--- config.mk ---
export PLATFORM = sky130hd
export DESIGN_NAME = cnpt_ctrl
export DESIGN_NICKNAME = d
export VERILOG_FILES = /design/src/rtl/cnpt_pkg.sv /design/src/rtl/cnpt_ctrl.sv
export SDC_FILE = /design/constraint.sdc
export NUM_CORES = 1
export LEC_CHECK = 0
export BUFFER_PORTS_ARGS = -buffer_cell sky130_fd_sc_hd__buf_2
export CORE_MARGIN = 1.5
export CORE_UTILIZATION = 28
export CTS_BUF_LIST = sky130_fd_sc_hd__clkbuf_16
export DETAILED_ROUTE_END_ITERATION = 10
export PLACE_DENSITY = 0.6
export SLEW_MARGIN = 20
export SYNTH_ARGS = -nofsm -noshare
export SYNTH_HDL_FRONTEND = slang
export SYNTH_SLANG_ARGS = --single-unit
--- constraint.sdc ---
create_clock -name clk_i -period 4.1 [get_ports clk_i]
set_input_delay 0.205 -clock clk_i [delete_from_list [all_inputs] [get_ports clk_i]]
set_output_delay 0.205 -clock clk_i [all_outputs]
set_load 0.03 [all_outputs]
--- src/rtl/cnpt_pkg.sv ---
`default_nettype none

package cnpt_pkg;

  // Table geometry
  localparam int unsigned MaxPoints = 1024;
  localparam int unsigned CoordBits = 10;
  localparam int unsigned SlotBits  = $clog2(MaxPoints);
  localparam int unsigned CountBits = $clog2(MaxPoints + 1);

  // Port field widths
  localparam int unsigned CoordFieldBits = 10;
  localparam int unsigned SlotFieldBits  = 10;
  localparam int unsigned DistFieldBits  = 10;

  // Request codes
  localparam logic ReqInsert = 1'b0;
  localparam logic ReqQuery  = 1'b1;

  // Result status codes
  typedef enum logic [1:0] {
    StatusOk    = 2'd0,
    StatusEmpty = 2'd1,
    StatusFull  = 2'd2
  } status_e;

  typedef logic [CoordBits-1:0] coord_t;

  typedef struct packed {
    coord_t x;
    coord_t y;
    coord_t z;
  } point_t;

  // Controller to datapath
  typedef struct packed {
    logic cap;       // capture request, restart scan
    logic scan_rd;   // read next slot into the scan pipeline
    logic ins;       // write captured point at the next free slot
    logic out_load;  // load the result register
  } cmd_t;

  // Datapath to controller
  typedef struct packed {
    logic in_query;   // incoming request is a query
    logic is_query;   // captured request is a query
    logic empty;      // no point stored
    logic full;       // table full
    logic scan_last;  // scan address is the last stored slot
    logic pipe_busy;  // scan pipeline still holds a point
  } sts_t;

endpackage

`default_nettype wire

--- src/rtl/cnpt_ctrl.sv ---
`default_nettype none

module cnpt_ctrl (
  input  wire             clk_i,
  input  wire             rst_ni,
  input  wire             in_valid_i,
  output logic            in_ready_o,
  output logic            out_valid_o,
  input  wire             out_ready_i,
  input  cnpt_pkg::sts_t  sts_i,
  output cnpt_pkg::cmd_t  cmd_o
);

  typedef enum logic [3:0] {
    StIdle  = 4'b0001,
    StScan  = 4'b0010,
    StDrain = 4'b0100,
    StFin   = 4'b1000
  } state_e;

  state_e state_q, state_d;
  logic   out_valid_q, out_valid_d;
  logic   in_fire, out_free;

  assign in_ready_o  = (state_q == StIdle);
  assign in_fire     = in_valid_i && in_ready_o;
  assign out_free    = !out_valid_q || out_ready_i;
  assign out_valid_o = out_valid_q;

  // Sequence one transaction at a time
  always_comb begin
    state_d       = state_q;
    cmd_o         = '0;
    cmd_o.cap     = in_fire;
    unique case (state_q)
      StIdle: begin
        if (in_fire) begin
          state_d = (sts_i.in_query && !sts_i.empty) ? StScan : StFin;
        end
      end
      StScan: begin
        cmd_o.scan_rd = 1'b1;
        if (sts_i.scan_last) begin
          state_d = StDrain;
        end
      end
      StDrain: begin
        if (!sts_i.pipe_busy) begin
          state_d = StFin;
        end
      end
      StFin: begin
        if (out_free) begin
          cmd_o.out_load = 1'b1;
          cmd_o.ins      = !sts_i.is_query && !sts_i.full;
          state_d        = StIdle;
        end
      end
      default: begin
        state_d = StIdle;
      end
    endcase
  end

  // Hold the result until taken
  always_comb begin
    out_valid_d = out_valid_q;
    if (cmd_o.out_load) begin
      out_valid_d = 1'b1;
    end else if (out_ready_i) begin
      out_valid_d = 1'b0;
    end
  end

  always_ff @(posedge clk_i or negedge rst_ni) begin
    if (!rst_ni) begin
      state_q     <= StIdle;
      out_valid_q <= 1'b0;
    end else begin
      state_q     <= state_d;
      out_valid_q <= out_valid_d;
    end
  end

endmodule

`default_nettype wire

-- After elaboration in Yosys (flattened, before gate mapping)
Cells that the tools add are included.
- flip-flop bits (word level): 5
- latch bits: 0
- bits in writable memories: 0
- ROM bits: 0
- bits of input ports: 10
- output and inout port bits: 6
- memories kept: 0
- add/subtract/negate cells: 0
- $mul: 0
- div/mod/pow operators: 0
- order comparisons: 0
- eq/ne operators: 8
- shift operators: 0
- multiplexer cells: 11
- bitwise gates (word level): 0
- reductions and logical operators: 10
- operators by type and width (operator ; count):
    4-bit two-way mux ; 5
    4-bit one-hot mux with 4 select lines ; 1
    2-bit != test (second input constant) ; 3
    4-bit by 1-bit == test with 1-bit output (second input constant) ; 1
    4-bit by 2-bit == test with 1-bit output (second input constant) ; 1
    4-bit by 3-bit == test with 1-bit output (second input constant) ; 1
    4-bit == test (second input constant) ; 1
    1-bit zero test ; 4
    2-bit two-way mux ; 2
    4-bit AND reduction ; 1
    1-bit logical AND ; 3
    1-bit two-way mux ; 3
    2-bit by 1-bit != test with 1-bit output (second input constant) ; 1
    2-bit nonzero test ; 1
    1-bit logical OR ; 1

-- Longest topological paths before layout
Gate-level depths: netlist of the first run.
- depth in word-level cells: 5
- depth in mapped cells: 4
- mapped depth without buffers: 3

-- Least setup slack after synthesis of the first run
Ideal clock, no wire load.
- kind: register to output
- from: register state_q[1]
- to: output port cmd_o[1] (netlist bit)
- arrival: 2022 ps
- required time: 3895 ps
- slack: 1873 ps
- stages on the path, launching flop included: 4
- path buffers: 1
- cell sequence: dfrtp_1 -> buf_2 -> or4b_4 -> nor4_1
- RTL lines (item ; line ; RTL):
    start: declaration ; cnpt_ctrl.sv:21 ; state_e state_q, state_d;
    start signal: assignment ; cnpt_ctrl.sv:77 ; state_q <= StIdle;
    start signal: assignment ; cnpt_ctrl.sv:80 ; state_q <= state_d;
    end: declaration ; cnpt_ctrl.sv:11 ; output cnpt_pkg::cmd_t cmd_o

==> reports/metrics.yaml, run 1 <==
die:
  dieHeight_um: 40.5
  start_util: 0.302
  die_w_um: 40.5
  core_area_mm2: 0.00130
  num_rows: 13
  die-area_mm2: 0.00164
  io-pin-count: 16
timing:
  period_share: 0.480
  hold_slack_ns: 0.165
  fmax_mhz: 509
  grt_setup_unrepaired: "false"
  finalClockSkew_ns: 0.000700
  setup_tns_ns: 0
  min_period_ns: 1.97
  slew_headroom: 0.754
  setup_viol: 0
  finalMaxSlewViolations: 0
  hold_violations: 0
  tightest_slew_ns: 0.364
yosys:
  yosysUniqueCellTypes: 25
  ys_seq_area_frac: 0.322
  syn_nets: 51
  syn_avg_cell_area_um2: 9.58
  ys_ff_latch: 5
  synthArstFlopShare: 1.00
  synth-edff-count: 0
  netlist_instances: 41
  synth_warnings: 0
  synth_area_um2: 393
  synth-main-ff-cell: "dfrtp_1"
layout:
  final_cell_mix: "15 x buf_2, 4 x inv_1, 4 x nand2b_1, 4 x dfrtp_1"
  multi_input_area_um2: 225
  register_area_um2: 126
  fin_nets: 67
  final_cell_count_no_fill: 71
  diodes: 0
  mostFrequentLayoutCell: "buf_2"
  area_growth_pct: 38.9
  final_util: 0.419
  drive_gt1_frac: 0.393
  nFillCells: 134
grt:
  grt_pass1_wl_um: 1350
  grt_max_degree: 12
  antenna_found_initial: 0
  grt_usage: 0.135
  grt.overflow.total: 0
  grt_pass1_vias: 314
clocking:
  cts_tree: "done"
  clk_pin_slew_worst_paths_ns: 0.03
  clock-sinks: 5
  cts_resized: 0
  cts_buffers: 3
  cts_buffer_depth: 2
  clock_latency_ns: 0.23
  cts_hold_buf: 1
  h-tree-depth: 1
  post_cts.repair.setup_buffers: 0
  root_buffer: "clkbuf_16"
setup_path:
  arrival_ns: 1.76
  worstSetupPathType: "reg -> out"
  cp-start-kind: "register"
  crit_path_end_kind: "output port"
  worstPathRequired_ns: 3.89
  critPathMaxFanout: 10
  worst-r2r-cell-count: 3
power_and_ir_drop:
  p_leak_uw: 0.000259
  max-vdd-ir-drop_mv: 0.318
  p_per_area_mw_per_mm2: 781
  total_power_uw: 426
drt:
  vias: 342
  wl_um: 825
  drt-vias-per-instance: 4.82
  drc_errors: 0
  wire_per_inst_um: 11.6
  antenna_left: 0
  drt_iter0_drc: 11
  drt_pass1_iterations: 4
flow_run:
  drv_cap: 0
placement:
  placed_cells: 66
  hpwlAfterDp_um: 607
  io_buffers: 15
  gp_congestion: 0.761
min_path:
  hold_path.class: "in -> reg"
  hold_path_depth: 2
status:
  status: "finished, final reports clean"
sequential cells by signal (all words and copies together) (netlist names):
register	count
state_q	4
out_valid_o	1
final cells by class:
| cell class | instances | area share |
|---|---|---|
| timing repair buffer | 16 | 0.156 |
| clock buffer | 3 | 0.138 |
| tap | 15 | 0.0344 |
| multi-input combinational | 28 | 0.413 |
| inverter | 3 | 0.0206 |
| sequential | 5 | 0.232 |
| clock inverter | 1 | 0.00688 |
path summary, 6_finish.rpt:
path	start	to	slack, ns
hold / removal	in_valid_i	state_q[0]$_DFFE_PN1P_	0.17
hold reg to reg	out_valid_o$_DFFE_PN0P_	out_valid_o$_DFFE_PN0P_	0.55
setup / recovery	state_q[1]$_DFFE_PN0P_	cmd_o[1]	2.13
setup reg to reg	state_q[1]$_DFFE_PN0P_	state_q[1]$_DFFE_PN0P_	2.58
min in group asynchronous	rst_ni	state_q[1]$_DFFE_PN0P_	0.33
max in group asynchronous	rst_ni	state_q[0]$_DFFE_PN1P_	3.56
power breakdown:
part / switching [uW] / leakage (uW) / internal, uW
Combinational: 87.0 / 0.000152 / 73.4
Clock: 31.2 / 0.0000423 / 126
Sequential: 36.7 / 0.0000642 / 71.3
per-layer routing:
metal	part of all wire	GRT usage	wire length [um]
met5	0	0	0
met1	0.50	0.163	414
met2	0.41	0.179	340
met4	0.023	0.125	19
met3	0.061	0.0500	50
critical path, cell delays in order (launching register included):
cell	delay (ns)
dfrtp_1	0.49
or4b_4	0.59
nor4_1	0.22
buf_2	0.23
metrics by stage:
stage | setup WS (ns) | area (um^2)
floorplan | 1.87 | 393
global placement | 2.39 | 457
detailed placement | 2.37 | 457
CTS | 2.13 | 546
global route | 2.05 | 546
finish | 2.13 | 546
synthesized netlist by cell type (2+ instances only):
cell type  n  area, um^2
nand2b_1   4        25.0
buf_2      3        15.0
dfrtp_1    4         100
o21ai_0    2        10.0
nor3b_1    3        22.5
inv_1      3        11.3
nor2_1     2        7.51
buf_4      2        15.0
o41ai_1    2        17.5
logic make-up after synthesis:
| group | after synthesis | share of synthesized area |
|---|---|---|
| compound gates | 9 | 0.185 |
| xor+xnor | 1 | 0.0223 |
| buf+inv | 8 | 0.105 |
| flops | 5 | 0.322 |
| simple gates | 18 | 0.366 |
(Power assumes the default switching activity.)
==> run 2: changes to the inputs <==
- ABC_AREA: not set -> 1
- CORE_AREA: not set -> 2 2 39 41
- CORE_MARGIN: 1.5 -> not set
- CORE_UTILIZATION: 28 -> not set
- DIE_AREA: not set -> 0 0 41 43
- clock period: 4.1 -> 1.6 ns (I/O delays scaled with it)
==> reports/metrics.yaml, run 2 <==
yosys:
  yosysTopAreaCell: "dfrtp_1"
  syn_avg_cell_area_um2: 6.54  # -32%
  synth-edff-count: 0  # unchanged
  ys_seq_area_frac: 0.365  # +0.0430
  synth_area_leaders: "dfrtp_1 29%, nand2_1 18%, nor2_1 8.7%, dfstp_2 7.6%, inv_1 7.6%"
  netlist_instances: 53  # +29%
  syn_nets: 63  # +24%
  synth_area_um2: 347  # -12%
  synth_warnings: 0  # unchanged
  yosysUniqueCellTypes: 13  # -48%
  ys_ff_latch: 5  # unchanged
  synth_most_common_cell: "nand2_1"
  synth_commonest_cells: "17 x nand2_1, 8 x nor2_1, 7 x inv_1"
  synth_top_area_frac: 0.289  # +0.0340
  synth-main-ff-cell: "dfrtp_1"
  synthArstFlopShare: 1.00  # unchanged
grt:
  antenna_found_initial: 0  # unchanged
  grt_max_degree: 6  # -6
  grt_pass1_wl_um: 1220  # -9.2%
  grt.overflow.total: 0  # unchanged
  grt_usage: 0.111  # -0.0237
  grt_pass1_vias: 347  # +11%
placement:
  io_buffers: 15  # unchanged
  hpwlAfterDp_um: 609  # +0.36%
  gp_congestion: 0.763  # +0.22%
drt:
  wl_um: 733  # -11%
  wire_per_inst_um: 8.43  # -27%
  antenna_left: 0  # unchanged
  drt_pass1_iterations: 4  # unchanged
  drt_iter0_drc: 3  # -8
  drt-vias-per-instance: 3.99  # -17%
  vias: 347  # +1.5%
  drc_errors: 0  # unchanged
setup_path:
  worstPathRequired_ns: 1.52  # -2.37 ns
  crit_path_end_kind: "output port"
  crit_path_top_delay_cell: "dfrtp_1"
  critPathMaxFanout: 4  # -6
  r2r-end: "state_q[1]$_DFFE_PN0P_"
  arrival_ns: 1.29  # -0.47 ns
  cp-start-kind: "register"
  r2r_slack_ns: 0.42  # -2.16 ns
  path_buf_inv: 1  # unchanged
  cpPeakStageDelay_ns: 0.39  # -0.20 ns
  crit_chain: "nor2_2 -> nand2_1 -> nor4_2 -> buf_2"
  worst-r2r-cell-count: 7  # +4
  worstSetupPathType: "reg -> out"
  path_delay_family: "simple AND/OR/NAND/NOR gates"
  r2r-start: "state_q[0]$_DFFE_PN1P_"
min_path:
  holdPathEnd: "out_valid_o$_DFFE_PN0P_"
  hold_path.class: "in -> reg"
  worst_hold_startpoint: "out_ready_i"
  hold_path_depth: 2  # unchanged
timing:
  setup_viol: 0  # unchanged
  fmax_mhz: 731
  setup_tns_ns: 0  # unchanged
  hold_violations: 0  # unchanged
  grt_setup_unrepaired: "false"
  hold_slack_ns: 0.0795  # -0.0859 ns
  tightest_slew_ns: 0.233  # -0.131 ns
  period_share: 0.855
  finalClockSkew_ns: 0.000671  # -0.0000295 ns
  min_period_ns: 1.37
  slew_headroom: 0.844  # +0.0900
  finalMaxSlewViolations: 0  # unchanged
clocking:
  clk_pin_slew_worst_paths_ns: 0.03  # about the same
  cts_tree: "done"
  post_cts.repair.setup_buffers: 0  # unchanged
  root_buffer: "clkbuf_16"
  h-tree-depth: 1  # unchanged
  cts_buffers: 3  # unchanged
  clock_latency_ns: 0.22  # about the same
  clock-sinks: 5  # unchanged
  cts_buffer_depth: 2  # unchanged
flow_run:
  drv_cap: 0  # unchanged
layout:
  nFillCells: 160  # +19%
  regMostFlops: "state_q"
  fin_nets: 82  # +22%
  mostFrequentLayoutCell: "nand2_1"
  diodes: 0  # unchanged
  final_util: 0.373  # -0.0467
  final_cell_mix: "17 x nand2_1, 15 x buf_2, 8 x inv_1, 8 x nor2_1"
  area_growth_pct: 48.7
  drive_gt1_frac: 0.408  # +0.0156
  largest_register_ffs: 4  # unchanged
power_and_ir_drop:
  p_leak_uw: 0.000319  # +23%
  max-vdd-ir-drop_mv: 0.732  # +130%
  p_per_area_mw_per_mm2: 2050  # +160%
die:
  io-pin-count: 16  # unchanged
  die-area_mm2: 0.00176  # +7.7%
  num_rows: 14  # +1
  dieHeight_um: 43  # +6.3%
  start_util: 0.250  # -0.0515
  core_area_mm2: 0.00138  # +6.3%
  die_w_um: 41  # +1.3%
status:
  status: "finished, final reports clean"
run 2: cell families after synthesis:
| kind of cell | Yosys count | synth area share |
|---|---|---|
| simple gates | 35 | 0.469 |
| buf+inv | 12 | 0.152 |
| flops | 5 | 0.365 |
| compound gates | 1 | 0.0144 |
run 2: per-layer routing:
metal  GRT usage  share of wire
met5           0              0
met4       0.120              0
met3      0.0314          0.090
met2       0.166           0.45
met1       0.107           0.46
run 2: power by group:
| group | total (uW) | switching, uW | internal [uW] | leakage (uW) |
|---|---|---|---|---|
| clock | 398 | 74.7 | 323 | 0.0000423 |
| combinational | 439 | 305 | 134 | 0.000212 |
| sequential | 219 | 34.9 | 184 | 0.0000642 |
| total | 1060 | 415 | 641 | 0.000319 |
run 2: how the worst max path moves through the flow:
stage / slack (ns) / endpoint / from / depth (start not counted)
5_1_grt: 0.09 / cmd_o[1] / state_q[1]$_DFFE_PN0P_ / 4
3_3_place_gp: 0.46 / state_q[1]$_DFFE_PN0P_ / state_q[0]$_DFFE_PN1P_ / 7
6_report: 0.23 / cmd_o[1] / state_q[1]$_DFFE_PN0P_ / 4
2_1_floorplan: 0.27 / cmd_o[1] / out_valid_o$_DFFE_PN0P_ / 3
3_5_place_dp: 0.43 / state_q[1]$_DFFE_PN0P_ / state_q[0]$_DFFE_PN1P_ / 7
4_1_cts: 0.20 / cmd_o[1] / state_q[1]$_DFFE_PN0P_ / 4
run 2: layout make-up:
class                           instances  area [um^2]  share of cell area
Multi-Input combinational cell         36          168               0.325
Timing Repair Buffer                   16         85.1               0.165
Clock buffer                            3         75.1               0.146
Clock inverter                          1         3.75             0.00728
Tap cell                               16         20.0              0.0388
Sequential cell                         5          126               0.245
Inverter                               10         37.5              0.0728
run 2: metrics by stage:
stage | total power [uW] | setup slack, ns | area (um^2) | std cells
after floorplan | 581 | 0.269 | 347 | 53
after global placement | 657 | 0.461 | 427 | 82
after detailed placement | 661 | 0.434 | 427 | 82
after CTS | 1070 | 0.196 | 515 | 87
after global routing | 1140 | 0.0859 | 515 | 87
final | 1060 | 0.232 | 515 | 87
run 2: what timing repair did:
item                                   in CTS  in global routing
resized for setup                           0                  0
hold buffers                                1                  0
endpoints found under the hold margin       5                  0
==> run 3: changes to the inputs <==
- PLACE_DENSITY: 0.6 -> 0.59
- clock period: 1.6 -> 1.8 ns (I/O delays scaled with it)
==> reports/metrics.yaml, run 3 (synthesized netlist as in run 2, its figures left out) <==
status:
  status: "finished, final reports clean"
die:
  io-pin-count: 16  # unchanged
  start_util: 0.250  # unchanged
  core_area_mm2: 0.00138  # unchanged
  die-area_mm2: 0.00176  # unchanged
  dieHeight_um: 43  # unchanged
  die_w_um: 41  # unchanged
  num_rows: 14  # unchanged
placement:
  gp_congestion: 0.751  # -1.5%
  io_buffers: 15  # unchanged
  hpwlAfterDp_um: 614  # +0.82%
  place_area_um2: 427  # unchanged
timing:
  finalMaxSlewViolations: 0  # unchanged
  grt_setup_unrepaired: "false"
  slew_headroom: 0.860  # +0.0155
  min_period_ns: 1.37
  setup_viol: 0  # unchanged
  finalClockSkew_ns: 0.000870  # +0.000200 ns
  period_share: 0.764
  tightest_slew_ns: 0.210  # -0.0232 ns
  fmax_mhz: 727
  setup_tns_ns: 0  # unchanged
  hold_violations: 0  # unchanged
clocking:
  clock_latency_ns: 0.23  # about the same
  h-tree-depth: 1  # unchanged
  clock-sinks: 5  # unchanged
  cts_buffer_depth: 2  # unchanged
  clk_pin_slew_worst_paths_ns: 0.03  # about the same
  cts_tree: "done"
  root_buffer: "clkbuf_16"
  cts_buffers: 3  # unchanged
setup_path:
  cpPeakStageDelay_ns: 0.41  # +0.02 ns
  path_buf_inv: 1  # unchanged
  crit_path_end_kind: "output port"
  worstPathRequired_ns: 1.71  # +0.19 ns
  crit_chain: "nor2_2 -> nand2_1 -> nor4_2 -> buf_2"
  path_delay_family: "simple AND/OR/NAND/NOR gates"
  critPathMaxFanout: 4  # unchanged
  cp-start-kind: "register"
  arrival_ns: 1.28  # about the same
  crit_path_top_delay_cell: "dfrtp_1"
  worstSetupPathType: "reg -> out"
grt:
  grt_usage: 0.102  # -0.00876
  grt_max_degree: 6  # unchanged
  grt.overflow.total: 0  # unchanged
  grt_pass1_vias: 317  # -8.6%
  antenna_found_initial: 0  # unchanged
  grt_pass1_wl_um: 1130  # -7.4%
layout:
  area_growth_pct: 48.7  # unchanged
  register_area_um2: 126  # unchanged
  largest_register_ffs: 4  # unchanged
  nFillCells: 151  # -5.6%
  regMostFlops: "state_q"
  drive_gt1_frac: 0.408  # unchanged
  diodes: 0  # unchanged
  final_cell_mix: "17 x nand2_1, 15 x buf_2, 8 x inv_1, 8 x nor2_1"
  multi_input_area_um2: 168  # unchanged
  stdcell_area_um2: 515  # unchanged
  fin_nets: 82  # unchanged
  mostFrequentLayoutCell: "nand2_1"
min_path:
  hold_path.class: "in -> reg"
power_and_ir_drop:
  p_per_area_mw_per_mm2: 1840  # -10%
  p_leak_uw: 0.000319  # unchanged
  max-vdd-ir-drop_mv: 0.613  # -16%
drt:
  drc_errors: 0  # unchanged
  vias: 366  # +5.5%
  wire_per_inst_um: 8.28  # -1.8%
  drt_pass1_iterations: 4  # unchanged
  wl_um: 720  # -1.8%
  drt_iter0_drc: 9  # +6
  antenna_left: 0  # unchanged
  drt-vias-per-instance: 4.21  # +5.5%
flow_run:
  drv_cap: 0  # unchanged
[run 3: cell counts in the layout (fill, tap and decap cells not counted)]
Identical to the previous run, type by type.
[run 3: final cells by class]
| cell class | instances | share of cell area |
|---|---|---|
| Multi-Input combinational cell | 36 | 0.325 |
| Sequential cell | 5 | 0.245 |
| Timing Repair Buffer | 16 | 0.165 |
| Clock buffer | 3 | 0.146 |
| Inverter | 10 | 0.0728 |
| Tap cell | 16 | 0.0388 |
| Clock inverter | 1 | 0.00728 |
[run 3: path summary, 6_finish.rpt]
kind,from,to,slack [ns],cells after the start
hold reg to reg,out_valid_o$_DFFE_PN0P_,out_valid_o$_DFFE_PN0P_,0.57,2
hold / removal,out_ready_i,out_valid_o$_DFFE_PN0P_,0.1,2
max in group asynchronous,rst_ni,state_q[0]$_DFFE_PN1P_,1.38,2
setup reg to reg,state_q[0]$_DFFE_PN1P_,state_q[1]$_DFFE_PN0P_,0.62,7
min in group asynchronous,rst_ni,state_q[3]$_DFFE_PN0P_,0.21,2
setup / recovery,state_q[1]$_DFFE_PN0P_,cmd_o[1],0.43,4
[run 3: through the flow]
stage	cells	setup slack (ns)	power (uW)	hold WS, ns	utilization
floorplan	53	0.459	516	-0.206	-
CTS	87	0.410	955	0.0959	0.373
finish	87	0.425	947	0.0994	0.373
detailed placement	82	0.638	590	-0.0908	0.308
global route	87	0.300	1010	0.120	0.373
global placement	82	0.658	586	-0.0920	0.308
[run 3: report_power, final]
| group | leakage [uW] | total (uW) | internal [uW] | switching, uW |
|---|---|---|---|---|
| sequential | 0.0000642 | 199 | 163 | 35.4 |
| clock | 0.0000423 | 356 | 287 | 68.7 |
| combinational | 0.000212 | 392 | 119 | 273 |
[run 3: routing by layer]
metal	part of all wire	GRT usage
met5	0	0
met4	0.032	0.100
met3	0.11	0.0314
met2	0.40	0.138
met1	0.45	0.118
[run 3: timing repair]
item / in CTS / in global routing
gates resized for setup: 0 / 0
hold endpoints to repair: 5 / 0
hold buffers: 1 / 0
buffers inserted: 0 / 0
